## src/design/cubic_bezier_flattener_unit_defines.svh

```systemverilog
// Assertion macros for the cubic Bezier flattener.
// Included by files that carry concurrent assertions; expects clk and rst_n in scope.
`ifndef CUBIC_BEZIER_FLATTENER_UNIT_DEFINES_SVH
`define CUBIC_BEZIER_FLATTENER_UNIT_DEFINES_SVH

// same-cycle implication, disabled in reset
`define CBF_ASSERT_NOW(label, ante, cons, msg) \
  label: assert property (@(posedge clk) disable iff (!rst_n) (ante) |-> (cons)) \
    else $error(msg);

// next-cycle implication, disabled in reset
`define CBF_ASSERT_NEXT(label, ante, cons, msg) \
  label: assert property (@(posedge clk) disable iff (!rst_n) (ante) |=> (cons)) \
    else $error(msg);

`endif

```

## src/design/cbf_pkg.sv

```systemverilog
// Shared types and constants for the cubic Bezier flattener.
// No dependencies; used by cbf_axis and cubic_bezier_flattener_unit.
package cbf_pkg;

  localparam int unsigned COORD_BITS           = 16;
  localparam int unsigned SEG_W                = 6;
  localparam int unsigned COEF_W               = COORD_BITS + 4;
  localparam int unsigned MAX_SEGMENTS_DEF     = 63;
  localparam int unsigned PARAM_FRAC_BITS_DEF  = 16;

  typedef struct packed {
    logic signed [COORD_BITS-1:0] start_x;
    logic signed [COORD_BITS-1:0] start_y;
    logic signed [COORD_BITS-1:0] end_x;
    logic signed [COORD_BITS-1:0] end_y;
    logic signed [COORD_BITS-1:0] ctrl1_x;
    logic signed [COORD_BITS-1:0] ctrl1_y;
    logic signed [COORD_BITS-1:0] ctrl2_x;
    logic signed [COORD_BITS-1:0] ctrl2_y;
    logic        [SEG_W-1:0]      segment_count;
  } in_item_t;

  typedef struct packed {
    logic signed [COORD_BITS-1:0] point_x;
    logic signed [COORD_BITS-1:0] point_y;
    logic                         last_point;
  } out_item_t;

  // per-stage control that travels with each point
  typedef struct packed {
    logic valid;
    logic last;
    logic bypass;
  } ctl_t;

endpackage

```

## src/design/cbf_axis.sv

```systemverilog
// One coordinate of the curve evaluator: Horner pipeline, rounding and saturation.
// Depends on cbf_pkg.
module cbf_axis #(
  parameter int unsigned PARAM_FRAC_BITS = cbf_pkg::PARAM_FRAC_BITS_DEF
) (
  input  logic                                    clk,
  input  logic                                    en,
  input  logic signed [cbf_pkg::COEF_W-1:0]       cubic,
  input  logic signed [cbf_pkg::COEF_W-1:0]       square,
  input  logic signed [cbf_pkg::COEF_W-1:0]       linear,
  input  logic signed [cbf_pkg::COORD_BITS-1:0]   base,
  input  logic        [PARAM_FRAC_BITS-1:0]       t,
  input  logic                                    bypass_d,
  output logic signed [cbf_pkg::COORD_BITS-1:0]   coord
);

  localparam int unsigned F    = PARAM_FRAC_BITS;
  localparam int unsigned XW   = cbf_pkg::COORD_BITS;
  localparam int unsigned CW   = cbf_pkg::COEF_W;
  localparam int unsigned A1_W = CW + F + 1;
  localparam int unsigned A2_W = A1_W + F + 1;
  localparam int unsigned LO_W = A2_W / 2;
  localparam int unsigned HI_W = A2_W - LO_W;
  localparam int unsigned A3_W = A2_W + F;
  localparam int unsigned V_W  = A3_W - 3 * F;
  localparam logic [A3_W-1:0]      RND  = A3_W'(1) << (3 * F - 1);
  localparam logic signed [V_W:0]  SMAX = (V_W + 1)'((2 ** (XW - 1)) - 1);
  localparam logic signed [V_W:0]  SMIN = (V_W + 1)'(-(2 ** (XW - 1)));

  // stage A: a*t + b*2^F
  logic signed [A1_W-1:0]   prod_a;
  logic signed [A1_W-1:0]   acc1_nxt;
  logic signed [A1_W-1:0]   acc1_r;
  logic signed [CW-1:0]     lin_a_r;
  logic signed [XW-1:0]     base_a_r;
  logic        [F-1:0]      t_a_r;

  // stage B: acc1*t + c*2^2F
  logic signed [A2_W-1:0]   prod_b;
  logic signed [A2_W-1:0]   acc2_nxt;
  logic signed [A2_W-1:0]   acc2_r;
  logic signed [XW-1:0]     base_b_r;
  logic        [F-1:0]      t_b_r;

  // stage C: acc2*t split in two partial products
  logic        [LO_W-1:0]     lo_part;
  logic signed [HI_W-1:0]     hi_part;
  logic        [LO_W+F-1:0]   plo_nxt;
  logic signed [HI_W+F-1:0]   phi_nxt;
  logic        [LO_W+F-1:0]   plo_r;
  logic signed [HI_W+F-1:0]   phi_r;
  logic signed [XW-1:0]       base_c_r;

  // stage D: recombine, round, scale
  logic signed [A3_W-1:0]   acc3;
  logic signed [V_W-1:0]    val_nxt;
  logic signed [V_W-1:0]    val_r;
  logic signed [XW-1:0]     base_d_r;
  logic signed [V_W:0]      sum;

  assign prod_a   = cubic * $signed({1'b0, t});
  assign acc1_nxt = prod_a + (A1_W'(square) <<< F);

  assign prod_b   = acc1_r * $signed({1'b0, t_a_r});
  assign acc2_nxt = prod_b + (A2_W'(lin_a_r) <<< (2 * F));

  assign lo_part  = acc2_r[LO_W-1:0];
  assign hi_part  = $signed(acc2_r[A2_W-1:LO_W]);
  assign plo_nxt  = lo_part * t_b_r;
  assign phi_nxt  = hi_part * $signed({1'b0, t_b_r});

  always_comb begin
    acc3    = (A3_W'(phi_r) <<< LO_W) + $signed(A3_W'(plo_r)) + $signed(RND);
    val_nxt = V_W'(acc3 >>> (3 * F));
  end

  always_ff @(posedge clk) begin
    if (en) begin
      acc1_r   <= acc1_nxt;
      lin_a_r  <= linear;
      base_a_r <= base;
      t_a_r    <= t;
      acc2_r   <= acc2_nxt;
      base_b_r <= base_a_r;
      t_b_r    <= t_a_r;
      plo_r    <= plo_nxt;
      phi_r    <= phi_nxt;
      base_c_r <= base_b_r;
      val_r    <= val_nxt;
      base_d_r <= base_c_r;
    end
  end

  assign sum = (V_W + 1)'(val_r) + (V_W + 1)'(base_d_r);

  always_comb begin
    priority if (bypass_d) begin
      coord = base_d_r;
    end else if (sum > SMAX) begin
      coord = SMAX[XW-1:0];
    end else if (sum < SMIN) begin
      coord = SMIN[XW-1:0];
    end else begin
      coord = sum[XW-1:0];
    end
  end

endmodule

```

## config.mk

```make
export PLATFORM = sky130hd
export DESIGN_NAME = cbf_axis
export DESIGN_NICKNAME = d
export VERILOG_FILES = /design/src/design/cubic_bezier_flattener_unit_defines.svh /design/src/design/cbf_pkg.sv /design/src/design/cbf_axis.sv
export SDC_FILE = /design/constraint.sdc
export NUM_CORES = 2
export LEC_CHECK = 0
export BUFFER_PORTS_ARGS = -buffer_cell sky130_fd_sc_hd__buf_2
export CAP_MARGIN = 30
export CORE_UTILIZATION = 60
export CTS_BUF_LIST = sky130_fd_sc_hd__clkbuf_16
export DETAILED_ROUTE_END_ITERATION = 8
export PLACE_DENSITY = 0.75
export SETUP_SLACK_MARGIN = 0.4
export SLEW_MARGIN = 20
export SYNTH_ARGS = -nofsm -noshare
export SYNTH_HDL_FRONTEND = slang
export SYNTH_SLANG_ARGS = --single-unit
```

## constraint.sdc

```tcl
create_clock -name clk -period 10.65 [get_ports clk]
set_input_delay 2.13 -clock clk [delete_from_list [all_inputs] [get_ports clk]]
set_output_delay 2.13 -clock clk [all_outputs]
set_load 0.005 [all_outputs]
```

==> results.txt <==
Register area share after synthesis -> 0.118
RSZ-0062 raised after global routing -> false
Gates resized, CTS repair -> 0
Max Slew Vio Count -> 0
DR WL/cell -> 18.5 um
Synth warnings -> 0
Fin Clk Skew -> 0.0299 ns
Top-count cell post-synth -> inv_1
Placer congestion estimate -> 0.924
Min-delay worst type -> reg2reg
Post-synth ARST share -> 0
Worst reg-to-reg setup slack -> 2.41 ns
FF/Latch Area -> 8650 um^2
Area contributors post-synth -> fa_1, edfxtp_1, inv_1
Hold Vio Cnt, Final -> 0
Vias per inst -> 5.47
Crit end category -> register
H-tree levels -> 2
# setup viols final -> 0
Post-synth EDFFs -> 288
Chip Width -> 352 um
Synth top area share -> 0.464
Ys flop type -> edfxtp_1
Fill cell count -> 9764
Syn Nets -> 10.0k
Fin crit share -> 0.778
CTS buffer count -> 39
Synth area leader -> fa_1
Clock Pin Slew Worst Setup and Hold Paths -> 0.06 ns
Postcts setup bufs -> 0
Clock Tree Buf Depth -> 3
Layout cell share with drive strength beyond 1 -> 0.0318
Residual DRC -> 0
Area of the multi-input gates -> 55900 um^2
Root buffer cell -> clkbuf_16
Routed WL -> 171000 um
Chip Height -> 352 um
CTS tree -> yes
Critical Path Source Type -> input port
Cts hold-fix bufs -> 0
Starting Density -> 0.609
Setup Crit Path Kind -> in2reg
Via count -> 50.6k
CP arrival -> 8.65 ns
Drt initial violations -> 3295
Setup TNS -> 0 ns
Post-synth top cells -> inv_1, fa_1, nand2_1
Gate Count Post-Synth -> 7715
Fmax achieved -> 0.121 GHz
Post-Syn Area -> 73400 um^2
Row cnt -> 127
FF+latch count, synth -> 288
Worst path required time -> 11.02 ns
Detailed Routing Iterations Pass 1 -> 6
Run status -> finished, final reports clean
Global-route wire length before repair -> 287000 um
Clk sink count -> 288
Full die area -> 124000 um^2
Gr usage total -> 0.295
Syn Area/Cell -> 9.52 um^2
I/O Pins -> 111
Port-buffer cells -> 110
Antenna Nets Post-Route -> 0
Core area -> 121000 um^2
Final Critical Period -> 8.28 ns
Least-Margin Pin Slew -> 1.02 ns
Largest net degree at the start of global routing -> 93
Fin Hold WS -> 0.418 ns
Max_slew headroom -> 0.317
Overflow after GRT -> 0
Initial antenna violation count -> 1
Critical-path maximum fanout -> 21
Fin util -> 0.634
Nets -> 9920
Worst skew pair latency -> 0.63 ns
Number of global-route vias before repair -> 56.3k
Cell variety after synth -> 73
DP Wirelength -> 132000 um
P&R area growth vs syn -> 4.22%
Max cap viols -> 0
[critical path, cell delays in order]
cell,delay [ns]
buf_2,0.40
nand2_1,0.15
fa_1,0.55
inv_1,0.05
fa_1,0.46
fa_1,0.51
inv_1,0.05
fa_1,0.48
fa_1,0.50
inv_1,0.05
fa_1,0.44
ha_1,0.35
a21o_1,0.18
a21oi_1,0.26
o21ai_0,0.15
a221oi_1,0.35
a31oi_1,0.34
a2111oi_0,0.49
nor3_1,0.18
a211o_1,0.30
a21oi_1,0.17
xnor2_1,0.08
[final timing paths]
kind,start,to,depth (start not counted)
setup / recovery,t[5],acc1_r[35]$_DFFE_PP_,22
hold / removal,base_a_r[15]$_DFFE_PP_,base_b_r[15]$_DFFE_PP_,0
setup reg to reg,t_a_r[11]$_DFFE_PP_,acc2_r[51]$_DFFE_PP_,23
hold reg to reg,base_a_r[15]$_DFFE_PP_,base_b_r[15]$_DFFE_PP_,0
[layout by cell type (no fill, tap or decap), drive strengths merged, types with 9 or more instances in the layout]
master	Yosys	final
o211ai	10	10
buf	2	168
nand4	27	27
a21oi	159	159
clkbuf	318	39
fa	1702	1702
o21ai	80	80
o21a	26	26
and3	19	19
xnor2	140	140
ha	519	519
nor2b	37	37
xor2	48	48
nand2	1127	1127
a211oi	18	18
a31oi	15	15
o31ai	12	12
or3	9	9
and2	741	741
nor2	99	99
nand2b	23	23
a21o	88	88
nor3	26	26
edfxtp	288	288
clkinv	0	11
nand3	40	40
o21bai	16	16
inv	2034	2048
[kinds of logic after synthesis]
logic type | count (synthesis) | share of synthesized area
buffers and inverters | 2354 | 0.120
adder cells (fa/ha/maj) | 2221 | 0.553
AND/OR/NAND/NOR | 2177 | 0.143
AO/OA/AOI/OAI | 484 | 0.0429
flip-flops | 288 | 0.118
XOR/XNOR | 188 | 0.0224
multiplexers | 3 | 0.000409
[cell type report]
cell class | instances | area share
sequential | 288 | 0.113
antenna | 1 | 0.0000327
inverter | 2034 | 0.0998
tap | 1612 | 0.0264
clock inverter | 30 | 0.00293
clock buffer | 39 | 0.0128
timing repair buffer | 168 | 0.0141
multi-input combinational | 5073 | 0.731
[routing by layer]
| layer | vias up | wire [um] | GRT usage |
|---|---|---|---|
| met4 | 0 | 5440 | 0.0959 |
| met2 | 1939 | 84100 | 0.506 |
| met3 | 378 | 13000 | 0.0467 |
| li1 | 22300 | - | - |
| met1 | 26000 | 68700 | 0.383 |
| met5 | - | 0 | 0 |
[state kept, by name (all words and copies together), names as in the netlist, 20 cells and up]
| signal | cells |
|---|---|
| lin_a_r | 20 |
| phi_r | 43 |
| acc2_r | 54 |
| val_r | 22 |
| acc1_r | 37 |
[stage by stage]
stage	worst slack, ns	cells	instance area [um^2]
after global routing	1.92	9244	76500
final	2.37	9245	76500
after CTS	2.35	9242	76500
after global placement	1.81	9170	75200
after floorplan	2.54	7715	73400
after detailed placement	1.76	9173	75300
Power is not shown: default switching activity piles up to over one toggle a cycle in this logic, so the estimate is an artifact.
